--- config.mk ---
export PLATFORM = sky130hd
export DESIGN_NAME = text_line_decrypt_and_clean_flat
export DESIGN_NICKNAME = d
export VERILOG_FILES = /design/src/rtl/tdc_pkg.sv /design/src/rtl/tdc_in_if.sv /design/src/rtl/tdc_out_if.sv /design/src/rtl/tdc_byte_unit.sv /design/src/rtl/tdc_out_buf.sv /design/src/rtl/tdc_ctrl.sv /design/src/rtl/text_line_decrypt_and_clean.sv /design/src/flat_wrapper.sv
export SDC_FILE = /design/constraint.sdc
export NUM_CORES = 1
export LEC_CHECK = 0
export BUFFER_PORTS_ARGS = -buffer_cell sky130_fd_sc_hd__buf_2
export CAP_MARGIN = 20
export CORE_MARGIN = 2
export CORE_UTILIZATION = 60
export DETAILED_ROUTE_END_ITERATION = 7
export PLACE_DENSITY = 0.87
export REMOVE_ABC_BUFFERS = 1
export SYNTH_ARGS = -nofsm -noshare
export SYNTH_HDL_FRONTEND = slang
export SYNTH_SLANG_ARGS = --single-unit
--- constraint.sdc ---
create_clock -name clk_i -period 6.65 [get_ports clk_i]
set_input_delay 1.33 -clock clk_i [delete_from_list [all_inputs] [get_ports clk_i]]
set_output_delay 1.33 -clock clk_i [all_outputs]
set_load 0.02 [all_outputs]
--- src/rtl/tdc_pkg.sv ---
`default_nettype none

package tdc_pkg;

  localparam int unsigned HdrLen = 9;
  localparam int unsigned HdrIdxW = $clog2(HdrLen + 1);
  localparam int unsigned KeyLen = 16;
  localparam int unsigned KeyIdxW = $clog2(KeyLen);

  localparam logic [7:0] DecodeLo = 8'd33;
  localparam logic [7:0] DecodeHi = 8'd127;
  localparam logic [7:0] WrapAdd = 8'd95;
  localparam logic [7:0] CaseShift = 8'd32;
  localparam logic [1:0] AngleMax = 2'd3;

  localparam logic [7:0] ChHash = 8'h23;
  localparam logic [7:0] ChLt = 8'h3c;
  localparam logic [7:0] ChGt = 8'h3e;
  localparam logic [7:0] ChUpA = 8'h41;
  localparam logic [7:0] ChUpZ = 8'h5a;

  // header text, lower case
  localparam logic [7:0] HdrText [HdrLen] = '{
    8'h72, 8'h65, 8'h64, 8'h73, 8'h68, 8'h69, 8'h72, 8'h74, 8'h32
  };

  localparam logic [7:0] KeyTable [KeyLen] = '{
    8'd31, 8'd7, 8'd9, 8'd1, 8'd11, 8'd2, 8'd5, 8'd5,
    8'd3, 8'd17, 8'd40, 8'd12, 8'd35, 8'd22, 8'd27, 8'd2
  };

  typedef enum logic [1:0] {
    ModeUndecided = 2'd0,
    ModePlain     = 2'd1,
    ModeEncrypted = 2'd2
  } mode_e;

  typedef struct packed {
    logic [KeyIdxW-1:0] key;
    logic [1:0]         angle;
    logic               comm;
    logic               err;
  } rule_st_t;

  typedef struct packed {
    logic [7:0] out_byte;
    logic       has_byte;
    logic       line_done;
    logic       run_last;
    logic       encrypted_mode;
    logic       merge_error;
  } res_t;

  function automatic logic [7:0] lower_ascii(logic [7:0] c);
    logic [7:0] r;
    r = c;
    if (c >= ChUpA && c <= ChUpZ) begin
      r = c + CaseShift;
    end
    return r;
  endfunction

endpackage

`default_nettype wire

--- src/rtl/tdc_in_if.sv ---
`default_nettype none

interface tdc_in_if;
  logic       valid;
  logic       ready;
  logic [7:0] data_byte;
  logic       line_end;

  modport source (output valid, output data_byte, output line_end, input ready);
  modport sink (input valid, input data_byte, input line_end, output ready);
endinterface

`default_nettype wire

--- src/rtl/tdc_out_if.sv ---
`default_nettype none

interface tdc_out_if;
  logic       valid;
  logic       ready;
  logic [7:0] out_byte;
  logic       has_byte;
  logic       line_done;
  logic       run_last;
  logic       encrypted_mode;
  logic       merge_error;

  modport source (
    output valid, output out_byte, output has_byte, output line_done,
    output run_last, output encrypted_mode, output merge_error, input ready
  );
  modport sink (
    input valid, input out_byte, input has_byte, input line_done,
    input run_last, input encrypted_mode, input merge_error, output ready
  );
endinterface

`default_nettype wire

--- src/rtl/tdc_byte_unit.sv ---
`default_nettype none

module tdc_byte_unit (
  input  wire logic [7:0]       byte_i,
  input  wire logic             decode_i,
  input  wire tdc_pkg::rule_st_t st_i,
  output tdc_pkg::rule_st_t     st_o,
  output logic [7:0]            byte_o,
  output logic                  kept_o
);
  import tdc_pkg::*;

  logic [KeyIdxW-1:0] key_nxt;
  logic [7:0]         tab;
  logic [7:0]         b;

  assign key_nxt = st_i.key + KeyIdxW'(1);
  assign tab     = KeyTable[key_nxt];

  always_comb begin
    st_o   = st_i;
    b      = byte_i;
    kept_o = 1'b0;
    // decode printable range, key steps first
    if (decode_i && byte_i >= DecodeLo && byte_i <= DecodeHi) begin
      st_o.key = key_nxt;
      if (byte_i < tab + DecodeLo) begin
        b = byte_i + WrapAdd - tab;
      end else begin
        b = byte_i - tab;
      end
    end
    if (!st_i.comm) begin
      if (b == ChLt || b == ChGt) begin
        if (st_i.angle < AngleMax) begin
          st_o.angle = st_i.angle + 2'd1;
        end
        if (st_o.angle == AngleMax) begin
          st_o.err = 1'b1;
        end
        kept_o = 1'b1;
      end else begin
        st_o.angle = '0;
        if (b == ChHash) begin
          st_o.comm = 1'b1;
        end else begin
          kept_o = 1'b1;
        end
      end
    end
    byte_o = b;
  end

endmodule

`default_nettype wire

--- src/rtl/tdc_out_buf.sv ---
`default_nettype none

module tdc_out_buf (
  input  wire logic          clk_i,
  input  wire logic          rst_ni,
  input  wire logic          push_i,
  input  wire tdc_pkg::res_t res_i,
  output logic               space_o,
  output logic               valid_o,
  input  wire logic          ready_i,
  output tdc_pkg::res_t      res_o
);
  import tdc_pkg::*;

  res_t       mem_q [2];
  logic       wr_ptr_q, rd_ptr_q;
  logic [1:0] count_q, count_d;
  logic       pop;

  assign valid_o = (count_q != 2'd0);
  assign space_o = (count_q != 2'd2);
  assign pop     = valid_o && ready_i;
  assign res_o   = mem_q[rd_ptr_q];

  always_comb begin
    count_d = count_q;
    if (push_i && !pop) begin
      count_d = count_q + 2'd1;
    end else if (pop && !push_i) begin
      count_d = count_q - 2'd1;
    end
  end

  always_ff @(posedge clk_i or negedge rst_ni) begin
    if (!rst_ni) begin
      wr_ptr_q <= 1'b0;
      rd_ptr_q <= 1'b0;
      count_q  <= '0;
    end else begin
      count_q <= count_d;
      if (push_i) begin
        wr_ptr_q <= ~wr_ptr_q;
      end
      if (pop) begin
        rd_ptr_q <= ~rd_ptr_q;
      end
    end
  end

  always_ff @(posedge clk_i) begin
    if (push_i) begin
      mem_q[wr_ptr_q] <= res_i;
    end
  end

endmodule

`default_nettype wire

--- src/rtl/tdc_ctrl.sv ---
`default_nettype none

module tdc_ctrl (
  input  wire logic     clk_i,
  input  wire logic     rst_ni,
  input  wire logic     in_valid_i,
  input  wire logic [7:0] in_data_byte_i,
  input  wire logic     in_line_end_i,
  output logic          in_ready_o,
  input  wire logic     space_i,
  output logic          push_o,
  output tdc_pkg::res_t res_o
);
  import tdc_pkg::*;

  // input register
  logic       a_valid_q;
  logic [7:0] a_byte_q;
  logic       a_le_q;
  logic       a_take, in_fire;

  mode_e              mode_q, mode_d;
  logic [HdrIdxW-1:0] hc_q, hc_d;
  logic [7:0]         hold_q [HdrLen];
  logic               hold_we;
  rule_st_t           st_q, st_d;

  // header flush sequencer
  logic               flush_q, flush_d;
  logic [HdrIdxW-1:0] fidx_q, fidx_d;
  logic [HdrIdxW-1:0] fcnt_q, fcnt_d;
  logic               fle_q, fle_d;
  logic               pend_valid_q, pend_valid_d;
  logic [7:0]         pend_byte_q, pend_byte_d;
  logic               pend_err_q, pend_err_d;

  logic [7:0] hold_rd, unit_byte, unit_out;
  logic       unit_decode, unit_kept;
  rule_st_t   unit_st;
  logic       hdr_match, decide;

  assign a_take     = a_valid_q && !flush_q && space_i;
  assign in_ready_o = !a_valid_q || a_take;
  assign in_fire    = in_valid_i && in_ready_o;

  assign hold_rd     = (fidx_q < HdrIdxW'(HdrLen)) ? hold_q[fidx_q] : '0;
  assign unit_byte   = flush_q ? hold_rd : a_byte_q;
  assign unit_decode = !flush_q && (mode_q == ModeEncrypted);

  tdc_byte_unit u_byte_unit (
    .byte_i  (unit_byte),
    .decode_i(unit_decode),
    .st_i    (st_q),
    .st_o    (unit_st),
    .byte_o  (unit_out),
    .kept_o  (unit_kept)
  );

  assign decide = (hc_q == HdrIdxW'(HdrLen - 1)) || a_le_q;

  always_comb begin
    hdr_match = (hc_q == HdrIdxW'(HdrLen - 1))
             && (lower_ascii(a_byte_q) == HdrText[HdrLen-1]);
    for (int i = 0; i < HdrLen - 1; i++) begin
      if (lower_ascii(hold_q[i]) != HdrText[i]) begin
        hdr_match = 1'b0;
      end
    end
  end

  always_comb begin
    mode_d       = mode_q;
    hc_d         = hc_q;
    hold_we      = 1'b0;
    st_d         = st_q;
    flush_d      = flush_q;
    fidx_d       = fidx_q;
    fcnt_d       = fcnt_q;
    fle_d        = fle_q;
    pend_valid_d = pend_valid_q;
    pend_byte_d  = pend_byte_q;
    pend_err_d   = pend_err_q;
    push_o       = 1'b0;
    res_o        = '0;

    if (flush_q && space_i) begin
      if (fidx_q < fcnt_q) begin
        st_d   = unit_st;
        fidx_d = fidx_q + HdrIdxW'(1);
        if (unit_kept) begin
          if (pend_valid_q) begin
            push_o            = 1'b1;
            res_o.out_byte    = pend_byte_q;
            res_o.has_byte    = 1'b1;
            res_o.merge_error = pend_err_q;
          end
          pend_valid_d = 1'b1;
          pend_byte_d  = unit_out;
          pend_err_d   = unit_st.err;
        end
      end else begin
        // closing step: last kept byte or bare marker
        if (pend_valid_q) begin
          push_o            = 1'b1;
          res_o.out_byte    = pend_byte_q;
          res_o.has_byte    = 1'b1;
          res_o.line_done   = fle_q;
          res_o.run_last    = 1'b1;
          res_o.merge_error = pend_err_q;
        end else if (fle_q) begin
          push_o            = 1'b1;
          res_o.line_done   = 1'b1;
          res_o.run_last    = 1'b1;
          res_o.merge_error = st_q.err;
        end
        if (fle_q) begin
          st_d.angle = '0;
          st_d.comm  = 1'b0;
        end
        flush_d      = 1'b0;
        pend_valid_d = 1'b0;
      end
    end else if (a_take) begin
      unique case (mode_q)
        ModeUndecided: begin
          hold_we = 1'b1;
          if (!decide) begin
            hc_d = hc_q + HdrIdxW'(1);
          end else begin
            hc_d = '0;
            if (hdr_match) begin
              mode_d = ModeEncrypted;
              if (a_le_q) begin
                push_o               = 1'b1;
                res_o.line_done      = 1'b1;
                res_o.run_last       = 1'b1;
                res_o.encrypted_mode = 1'b1;
                res_o.merge_error    = st_q.err;
              end
            end else begin
              mode_d  = ModePlain;
              flush_d = 1'b1;
              fidx_d  = '0;
              fcnt_d  = hc_q + HdrIdxW'(1);
              fle_d   = a_le_q;
            end
          end
        end
        default: begin
          st_d = unit_st;
          if (a_le_q) begin
            st_d.angle = '0;
            st_d.comm  = 1'b0;
          end
          if (unit_kept || a_le_q) begin
            push_o               = 1'b1;
            res_o.out_byte       = unit_kept ? unit_out : '0;
            res_o.has_byte       = unit_kept;
            res_o.line_done      = a_le_q;
            res_o.run_last       = 1'b1;
            res_o.encrypted_mode = (mode_q == ModeEncrypted);
            res_o.merge_error    = unit_st.err;
          end
        end
      endcase
    end
  end

  always_ff @(posedge clk_i or negedge rst_ni) begin
    if (!rst_ni) begin
      a_valid_q    <= 1'b0;
      mode_q       <= ModeUndecided;
      hc_q         <= '0;
      st_q         <= '0;
      flush_q      <= 1'b0;
      fidx_q       <= '0;
      fcnt_q       <= '0;
      fle_q        <= 1'b0;
      pend_valid_q <= 1'b0;
    end else begin
      if (in_fire) begin
        a_valid_q <= 1'b1;
      end else if (a_take) begin
        a_valid_q <= 1'b0;
      end
      mode_q       <= mode_d;
      hc_q         <= hc_d;
      st_q         <= st_d;
      flush_q      <= flush_d;
      fidx_q       <= fidx_d;
      fcnt_q       <= fcnt_d;
      fle_q        <= fle_d;
      pend_valid_q <= pend_valid_d;
    end
  end

  always_ff @(posedge clk_i) begin
    if (in_fire) begin
      a_byte_q <= in_data_byte_i;
      a_le_q   <= in_line_end_i;
    end
    if (hold_we) begin
      hold_q[hc_q] <= a_byte_q;
    end
    pend_byte_q <= pend_byte_d;
    pend_err_q  <= pend_err_d;
  end

endmodule

`default_nettype wire

--- src/rtl/text_line_decrypt_and_clean.sv ---
// text line decrypt and clean
// in_i takes one byte of a text file per transfer, line_end set on the last
// byte of each line. out_o gives the kept bytes, one per transfer, plus a
// bare line marker (has_byte low) for a line end that keeps nothing.
// a byte passes the input register and a two-entry result buffer to out_o.
// throughput: one byte per cycle while out_o takes results and no header
// replay runs, set by the single byte rule unit that decodes and applies
// the comment and bracket rules in one pass.
// the first up to nine bytes of the file are held while the header is
// checked and give no transfer; with no header match they are replayed
// through the rule unit one per cycle while out_o takes results, and in_i
// is held off during the replay and its closing step, once per file.
// a stall on out_o fills the result buffer and then the input register,
// after which in_i.ready drops; nothing is lost or repeated.
// reset clears mode, key index, bracket run, comment and error flags and
// empties both registers; no clearing pass is needed.
`default_nettype none

module text_line_decrypt_and_clean (
  input  wire logic clk_i,
  input  wire logic rst_ni,
  tdc_in_if.sink    in_i,
  tdc_out_if.source out_o
);
  import tdc_pkg::*;

  logic push, space;
  res_t push_res, head_res;

  // header check, key decode and line rules
  tdc_ctrl u_ctrl (
    .clk_i         (clk_i),
    .rst_ni        (rst_ni),
    .in_valid_i    (in_i.valid),
    .in_data_byte_i(in_i.data_byte),
    .in_line_end_i (in_i.line_end),
    .in_ready_o    (in_i.ready),
    .space_i       (space),
    .push_o        (push),
    .res_o         (push_res)
  );

  // result buffer parts the two sides
  tdc_out_buf u_out_buf (
    .clk_i  (clk_i),
    .rst_ni (rst_ni),
    .push_i (push),
    .res_i  (push_res),
    .space_o(space),
    .valid_o(out_o.valid),
    .ready_i(out_o.ready),
    .res_o  (head_res)
  );

  assign out_o.out_byte       = head_res.out_byte;
  assign out_o.has_byte       = head_res.has_byte;
  assign out_o.line_done      = head_res.line_done;
  assign out_o.run_last       = head_res.run_last;
  assign out_o.encrypted_mode = head_res.encrypted_mode;
  assign out_o.merge_error    = head_res.merge_error;

endmodule

`default_nettype wire

--- src/flat_wrapper.sv ---
// flat-port wrapper written by rule: the top's interface ports become plain ports
module text_line_decrypt_and_clean_flat import tdc_pkg::*;
  (clk_i, rst_ni, in_i_valid, in_i_data_byte, in_i_line_end, in_i_ready, out_o_valid, out_o_out_byte, out_o_has_byte, out_o_line_done, out_o_run_last, out_o_encrypted_mode, out_o_merge_error, out_o_ready);
  tdc_in_if in_i_i ();
  tdc_out_if out_o_i ();
  input  wire logic clk_i;
  input  wire logic rst_ni;
  input wire logic [$bits(in_i_i.valid)-1:0] in_i_valid;
  input wire logic [$bits(in_i_i.data_byte)-1:0] in_i_data_byte;
  input wire logic [$bits(in_i_i.line_end)-1:0] in_i_line_end;
  output wire logic [$bits(in_i_i.ready)-1:0] in_i_ready;
  output wire logic [$bits(out_o_i.valid)-1:0] out_o_valid;
  output wire logic [$bits(out_o_i.out_byte)-1:0] out_o_out_byte;
  output wire logic [$bits(out_o_i.has_byte)-1:0] out_o_has_byte;
  output wire logic [$bits(out_o_i.line_done)-1:0] out_o_line_done;
  output wire logic [$bits(out_o_i.run_last)-1:0] out_o_run_last;
  output wire logic [$bits(out_o_i.encrypted_mode)-1:0] out_o_encrypted_mode;
  output wire logic [$bits(out_o_i.merge_error)-1:0] out_o_merge_error;
  input wire logic [$bits(out_o_i.ready)-1:0] out_o_ready;
  assign in_i_i.valid = in_i_valid;
  assign in_i_i.data_byte = in_i_data_byte;
  assign in_i_i.line_end = in_i_line_end;
  assign in_i_ready = in_i_i.ready;
  assign out_o_valid = out_o_i.valid;
  assign out_o_out_byte = out_o_i.out_byte;
  assign out_o_has_byte = out_o_i.has_byte;
  assign out_o_line_done = out_o_i.line_done;
  assign out_o_run_last = out_o_i.run_last;
  assign out_o_encrypted_mode = out_o_i.encrypted_mode;
  assign out_o_merge_error = out_o_i.merge_error;
  assign out_o_i.ready = out_o_ready;
  text_line_decrypt_and_clean u_core (.clk_i(clk_i), .rst_ni(rst_ni), .in_i(in_i_i), .out_o(out_o_i));
endmodule
Word level (Yosys, flattened, before mapping)
Memories as Yosys holds them, arrays and structs flattened.
Cells that the tools add are included.
Storage, ports and cells
  input port bits: 13
  memories kept: 3
  output and inout bits: 15
  flip-flop bits (word level): 48
  memory bits (writable): 98
  logic and storage cells: 242
  bits in latches: 0
  ROM bits: 128
Operators by class
  add/subtract/negate cells: 19
  bitwise operators: 5
  equal/unequal tests: 22
  shift operators: 0
  order comparisons: 25
  mux-type cells: 105
  div/mod/pow operators: 0
  reduce and logical (&&, ||, !) cells: 44
  multiply operators: 0
Memories
  (no name shown): words 16, bits a word 8, read ports 1, clocked after memory_dff 0, write ports 0, line tdc_byte_unit.sv:18  | assign tab = KeyTable[key_nxt];
  u_core.u_ctrl.hold_q: words 9, bits a word 8, read ports 9, clocked after memory_dff 0, write ports 1, line tdc_ctrl.sv:24  | logic [7:0] hold_q [HdrLen];
  u_core.u_out_buf.mem_q: words 2, bits a word 13, read ports 1, clocked after memory_dff 0, write ports 1, line tdc_out_buf.sv:15  | res_t mem_q [2];
Operators with widths (count)
  2-to-1 mux 8 bit: 19
  adder 8 x 6 -> 8 bit, second input constant: 10
  <= comparator 8 x 7 -> 1 bit, second input constant: 10
  >= comparator 8 x 7 -> 1 bit, second input constant: 9
  inequality test 8 x 7 -> 1 bit, second input constant: 8
  2-to-1 mux 4 bit: 14
  2-to-1 mux 1 bit: 52
  2-to-1 mux 9 bit: 4
  == test 8 x 6 -> 1 bit, second input constant: 4
  2-to-1 mux 13 bit: 2
  logical AND 1 bit: 20
  2-to-1 mux 2 bit: 10
  subtractor 8 bit: 2
  AND reduction 5 bit: 3
  adder 4 x 1 -> 4 bit, second input constant: 3
  AND reduction 3 bit: 4
  nonzero test 2 bit: 6
  2-to-1 mux 11 bit: 1
  2-to-1 mux 3 bit: 3
  adder 8 x 7 -> 8 bit, second input constant: 1
  >= comparator 8 x 6 -> 1 bit, second input constant: 1
  less-than comparator 8 bit: 1
  inequality test 2 bit, second input constant: 4
  >= comparator 5 bit, second input constant: 1
  16 further kinds: 28

Depth between registers and ports, before layout
  depth after elaboration: 22
  gate-level depth with buffers: 26
  gate-level depth less buffers: 23

Hierarchy
From an unflattened synthesis, not the netlist that was laid out.
Second synthesis, totals
  cell total of the unflattened synthesis: 779
  area, all modules: 9623.0 um^2
Modules (own cells, without submodules)
  tdc_ctrl: instances 1, seq. area each 4073.9 um^2, area an instance 6934.2 um^2, cells each 525
  tdc_byte_unit: instances 1, seq. area each 0.0 um^2, area an instance 1556.5 um^2, cells each 198
  tdc_out_buf: instances 1, seq. area each 880.8 um^2, area an instance 1132.3 um^2, cells each 56

Least setup slack after synthesis
Ideal clock, no wire load.
  path type: register to register
  from: register u_core.u_ctrl.fidx_q[1]
  to: memory u_core.u_out_buf.mem_q[1][0] (netlist name) (enable)
  path buffers: 2
  required time: 6.263 ns
  path slack: 1.141 ns
  stages on the path, launching flop included: 22
  period minus slack after synthesis: 5.509 ns
  library setup time: 0.387 ns
  data arrival time: 5.122 ns
  cell sequence: dfrtp_1 > clkbuf_1 > clkbuf_1 > inv_1 > ha_1 > and3_1 > a222oi_1 > o21ai_0 > ha_1 > ha_1 > inv_1 > fa_1 > o21bai_1 > a21oi_1 > mux2_2 > and3_1 > o21ai_2 > nor4_4 > nor3_1 > o31a_1 > o21ai_0 > a21oi_1
On the way
  word-level cells in the longest chain between the ends: 18
  elaborated cells between the ends (all ways): 31
  those cells by class: 3 x add/sub; 5 x order compare; 3 x eq/ne; 15 x mux; 4 x reduce/logical; 1 x memory
RTL lines
  start, declared: line tdc_ctrl.sv:30  | logic [HdrIdxW-1:0] fidx_q, fidx_d;
  start signal, assigned: line tdc_ctrl.sv:190  | fidx_q <= fidx_d;
  memory (9 x 8 bit) or less-than comparator 4 bit (tied branches)
  2-to-1 mux 8 bit: line tdc_ctrl.sv:46  | assign hold_rd = (fidx_q < HdrIdxW'(HdrLen)) ? hold_q[fidx_q] : '0;
  2-to-1 mux 8 bit: line tdc_ctrl.sv:47  | assign unit_byte = flush_q ? hold_rd : a_byte_q;
  adder 8 x 7 -> 8 bit or >= comparator 8 x 6 -> 1 bit (tied branches): line tdc_byte_unit.sv:28, tdc_byte_unit.sv:25
  subtractor 8 bit or logical AND 1 bit (tied branches): line tdc_byte_unit.sv:28, tdc_byte_unit.sv:25
  2-to-1 mux 8 bit or logical AND 1 bit (tied branches): line tdc_byte_unit.sv:27, tdc_byte_unit.sv:25
  2-to-1 mux 8 bit: line tdc_byte_unit.sv:25  | if (decode_i && byte_i >= DecodeLo && byte_i <= DecodeHi) begin
  == test 8 x 6 -> 1 bit (on tied branches): line tdc_byte_unit.sv:44, tdc_byte_unit.sv:34
  (+2 left out)
  2-to-1 mux 1 bit: line tdc_byte_unit.sv:33  | if (!st_i.comm) begin
  logical OR 1 bit: line tdc_ctrl.sv:155  | if (unit_kept || a_le_q) begin
  2-to-1 mux 1 bit: line tdc_ctrl.sv:155
  2-to-1 mux 1 bit: line tdc_ctrl.sv:124  | unique case (mode_q)
  2-to-1 mux 1 bit: line tdc_ctrl.sv:123  | end else if (a_take) begin
  2-to-1 mux 1 bit *: line tdc_ctrl.sv:86  | if (flush_q && space_i) begin
  2-to-1 mux 1 bit *: line tdc_out_buf.sv:51  | if (push_i) begin
  2-to-1 mux 1 bit (not written as such) *: line tdc_out_buf.sv:52  | mem_q[wr_ptr_q] <= res_i;
  end, declared: line tdc_out_buf.sv:15
Every way passes the cells marked *; elsewhere a longest branch is shown, timed or not.

Worst setup path after layout
  from: register u_core.u_ctrl.fidx_q[0]
  to: memory u_core.u_out_buf.mem_q[1][12] (netlist name) (enable)
Same word-level chain as after synthesis.

==> PnR_summary.wiki <==
{| class="wikitable"
! Metric !! Value
|-
| Post-CTS Hold Buffers || 0
|-
| Run status || completed
|-
| Clk Latency, worst-skew pair || 0.44 ns
|-
| Buffer levels on the longest clock path || 2
|-
| Number of top-level design ports || 28
|-
| Antenna diodes || 0
|-
| DIE WIDTH || 127 µm
|-
| Count of buffering cells on the critical path with inverters included || 3
|-
| Final Power || 0.004946 W
|-
| Initial antenna violation count || 0
|-
| Number of vias in the routed layout || 6,094
|-
| Post-Synthesis Cell Area || 0.009077 mm²
|-
| Synth top area cells || edfxtp_1 46%, dfrtp_1 8.3%, ha_1 6.3%, mux4_2 6.0%, nand2_1 2.2%
|-
| Most frequent standard cell in the layout excluding fill and tap cells || edfxtp_1
|-
| Starting utilization of the core area || 0.6199
|-
| Total setup violations reported at the end of the flow || 0
|-
| Number of global-route vias before repair || 6,188
|-
| Total length of routed wires || 20.01 mm
|-
| CP peak stage delay || 0.77 ns
|-
| Remaining global-route overflow || 0
|-
| Post-CTS clock slew at the launch and capture registers of the worst setup and hold paths || 0.06 ns
|-
| Half-perimeter wire length of the detailed placement result || 14.14 mm
|-
| Kind of cell with the highest combined delay on the critical path || compound AO/OA/AOI/OAI gates
|-
| Part of the cycle the worst path needs || 0.9126
|-
| Total global-route track usage || 0.2608
|-
| Number of distinct library cells after synthesis || 73
|-
| Routability congestion estimate || 0.8816
|-
| Fraction of synthesized cell area taken by the top area cell type || 0.4631
|-
| Wire length of the first global-routing pass || 32.13 mm
|-
| Area growth from synthesis to layout || 10.08%
|-
| Worst-path maximum fanout || 14
|-
| Count of final max-slew check failures || 0
|-
| Startpoint class of the critical path || register
|-
| Cell type with the highest aggregate area in the netlist || edfxtp_1
|-
| Achievable frequency || 164.8 MHz
|-
| RSZ-0062 raised after global routing || false
|-
| Sequential element share of the synthesized area || 0.5458
|-
| Post-synthesis register bit count || 170
|-
| Post-Syn Area per Cell || 12.93 µm²
|-
| Floorplan row count || 44
|-
| Worst setup path class || register to register
|-
| Count of max-cap constraint violations || 0
|-
| Post-Synthesis Cells || 702
|-
| Max VDD drop || 0.0003103 V
|-
| Total negative slack || 0 ns
|-
| Number of warnings printed during yosys synthesis || 0
|-
| Async S/R FF share, synth || 0.1765
|-
| TritonCTS clock tree || yes
|-
| HP Class || register to register
|-
| Iteration-0 DRC Markers || 613
|-
| Port Buffer Count || 27
|-
| CP Cell Sequence || buf_4 > mux4_2 > a22oi_1 > o21ai_0 > ha_1 > ha_1 > inv_1 > fa_1 > o21bai_1 > a21oi_1 > mux2_2 > and3_1 > o21ai_2 > nor4_4 > nor3_1 > o31a_1 > o21ai_0 > a21oi_1 > buf_4
|-
| Cells resized by post-CTS repair || 0
|-
| Placeable core region || 0.01464 mm²
|-
| Clock buffers created by TritonCTS || 17
|-
| Worst slew pin tran || 0.9823 ns
|-
| Routed via count divided by cell count || 6.518
|-
| Number of nets at the end of the flow || 803
|-
| Slowest-stage cell, CP || dfrtp_1
|-
| PD cells || 495.0 mW/mm²
|-
| Post-CTS Repair Setup Buffers || 0
|-
| Detail-routed net length per standard cell || 21.40 µm
|-
| Maximum level of the CTS H-tree || 4
|-
| Worst Setup End Kind || register
|-
| Leakage component of the power || 3.711 nW
|-
| Relative max-transition margin || 0.3382
|-
| Worst EP required || 6.79 ns
|-
| Fin crit period || 6.069 ns
|-
| Iteration count of the initial detailed-routing pass || 5
|-
| Proportion of layout cells with a drive suffix above 1 || 0.1625
|-
| Largest clock skew in the final design || 0.01005 ns
|-
| Flip-flop cell with the highest count after synthesis || edfxtp_1
|-
| Pin count of the biggest net entering global routing || 31
|-
| Total clock sinks || 170
|-
| Routed Antenna Nets || 0
|-
| Most frequent cells in the layout || 140 x edfxtp_1, 52 x nand2_1, 47 x inv_1
|-
| Post-synth EDFFs || 140
|-
| Die H || 127 µm
|-
| CTS root buffer || clkbuf_16
|-
| Die ar. || 0.01613 mm²
|-
| Count of final hold-check violations || 0
|-
| Data arrival time at the worst-slack endpoint || 6.21 ns
|-
| Number of remaining DRC errors || 0
|}
==> flip-flops by register name (all words and copies together), names as in the netlist, 2 cells and up <==
register,cells
u_core.u_ctrl.a_byte_q,8
u_core.u_ctrl.fcnt_q,4
u_core.u_out_buf.count_q,2
u_core.u_ctrl.hc_q,4
u_core.u_ctrl.fidx_q,4
u_core.u_ctrl.st_q,8
u_core.u_ctrl.pend_byte_q,8
u_core.u_ctrl.mode_q,2
u_core.u_out_buf.mem_q,26
u_core.u_ctrl.hold_q,96
==> layer usage <==
metal	routed length [µm]	vias up	track usage
met2	10530	318	0.4513
met4	450	0	0.1105
met1	7636	2982	0.3182
li1	-	2752	-
met3	1388	42	0.05821
met5	0	-	0
==> layout make-up <==
cell class | instances | area (µm²)
fill | 957 | 4652
clock buffer | 18 | 429.2
multi-input combinational | 468 | 3871
tap | 184 | 230.2
timing repair buffer | 33 | 180.2
clock inverter | 14 | 146.4
inverter | 48 | 180.2
sequential | 170 | 4955
==> cells in the mapped netlist (all sizes together), types with 4 or more instances <==
master  instances
edfxtp        140
nand2          52
inv            47
ha             46
nor2           40
o21ai          34
a21oi          33
dfrtp          30
mux4           24
mux2           17
xnor2          17
nand3          16
and2           14
clkbuf         11
nor3           11
mux2i          10
xor2           10
a22oi           9
a32oi           9
and3            8
nand4           8
nor4b           8
nand2b          7
nor2b           7
o31ai           7
a21o            6
fa              6
nor4            6
buf             5
a211oi          4
==> metrics by stage <==
step	cell area (µm²)	setup WS, ns	util	instances	hold slack (ns)
3_5_place_dp	9417	0.7480	0.6430	903	0.4914
3_3_place_gp	9417	0.9595	0.6430	903	0.4664
5_1_grt	9992	0.1411	0.6823	935	0.5312
6_report	9992	0.5814	0.6823	935	0.4989
4_1_cts	9992	0.6655	0.6823	935	0.5078
2_1_floorplan	9006	0.5911	-	686	0.4509
==> where the power goes <==
part / internal [W] / switching [W]
registers: 0.00148 / 0.000177
clock network: 0.000554 / 0.000417
logic: 0.000901 / 0.00142
==> path summary, 6_finish.rpt <==
kind                       cells after the start  slack [ns]                   startpoint                            end
max                                           19        0.58      u_core.u_ctrl.fidx_q[0]  u_core.u_out_buf.mem_q[1][12]
min                                            1        0.50  u_core.u_out_buf.count_q[1]    u_core.u_out_buf.count_q[1]
max reg2reg                                   19        0.58      u_core.u_ctrl.fidx_q[0]  u_core.u_out_buf.mem_q[1][12]
min reg2reg                                    1        0.50  u_core.u_out_buf.count_q[1]    u_core.u_out_buf.count_q[1]
max in group asynchronous                      1        5.24                       rst_ni        u_core.u_ctrl.fidx_q[0]
min in group asynchronous                      1        0.94                       rst_ni          u_core.u_ctrl.hc_q[0]
==> kinds of logic (layout without fill, tap and decap cells) <==
kind of cell               after synthesis  after routing  synth area share
DFF                                    170            170            0.5458
and+or+nand+nor                        197            197            0.1147
buffers and inverters                   64            113           0.02770
AOI/OAI and AO/OA                      141            141            0.1111
xor gates and xnor gates                27             27           0.03101
adders and majority gates               52             52           0.07664
muxes                                   51             51           0.09304
Note: power is estimated with default switching activity, not from simulation.
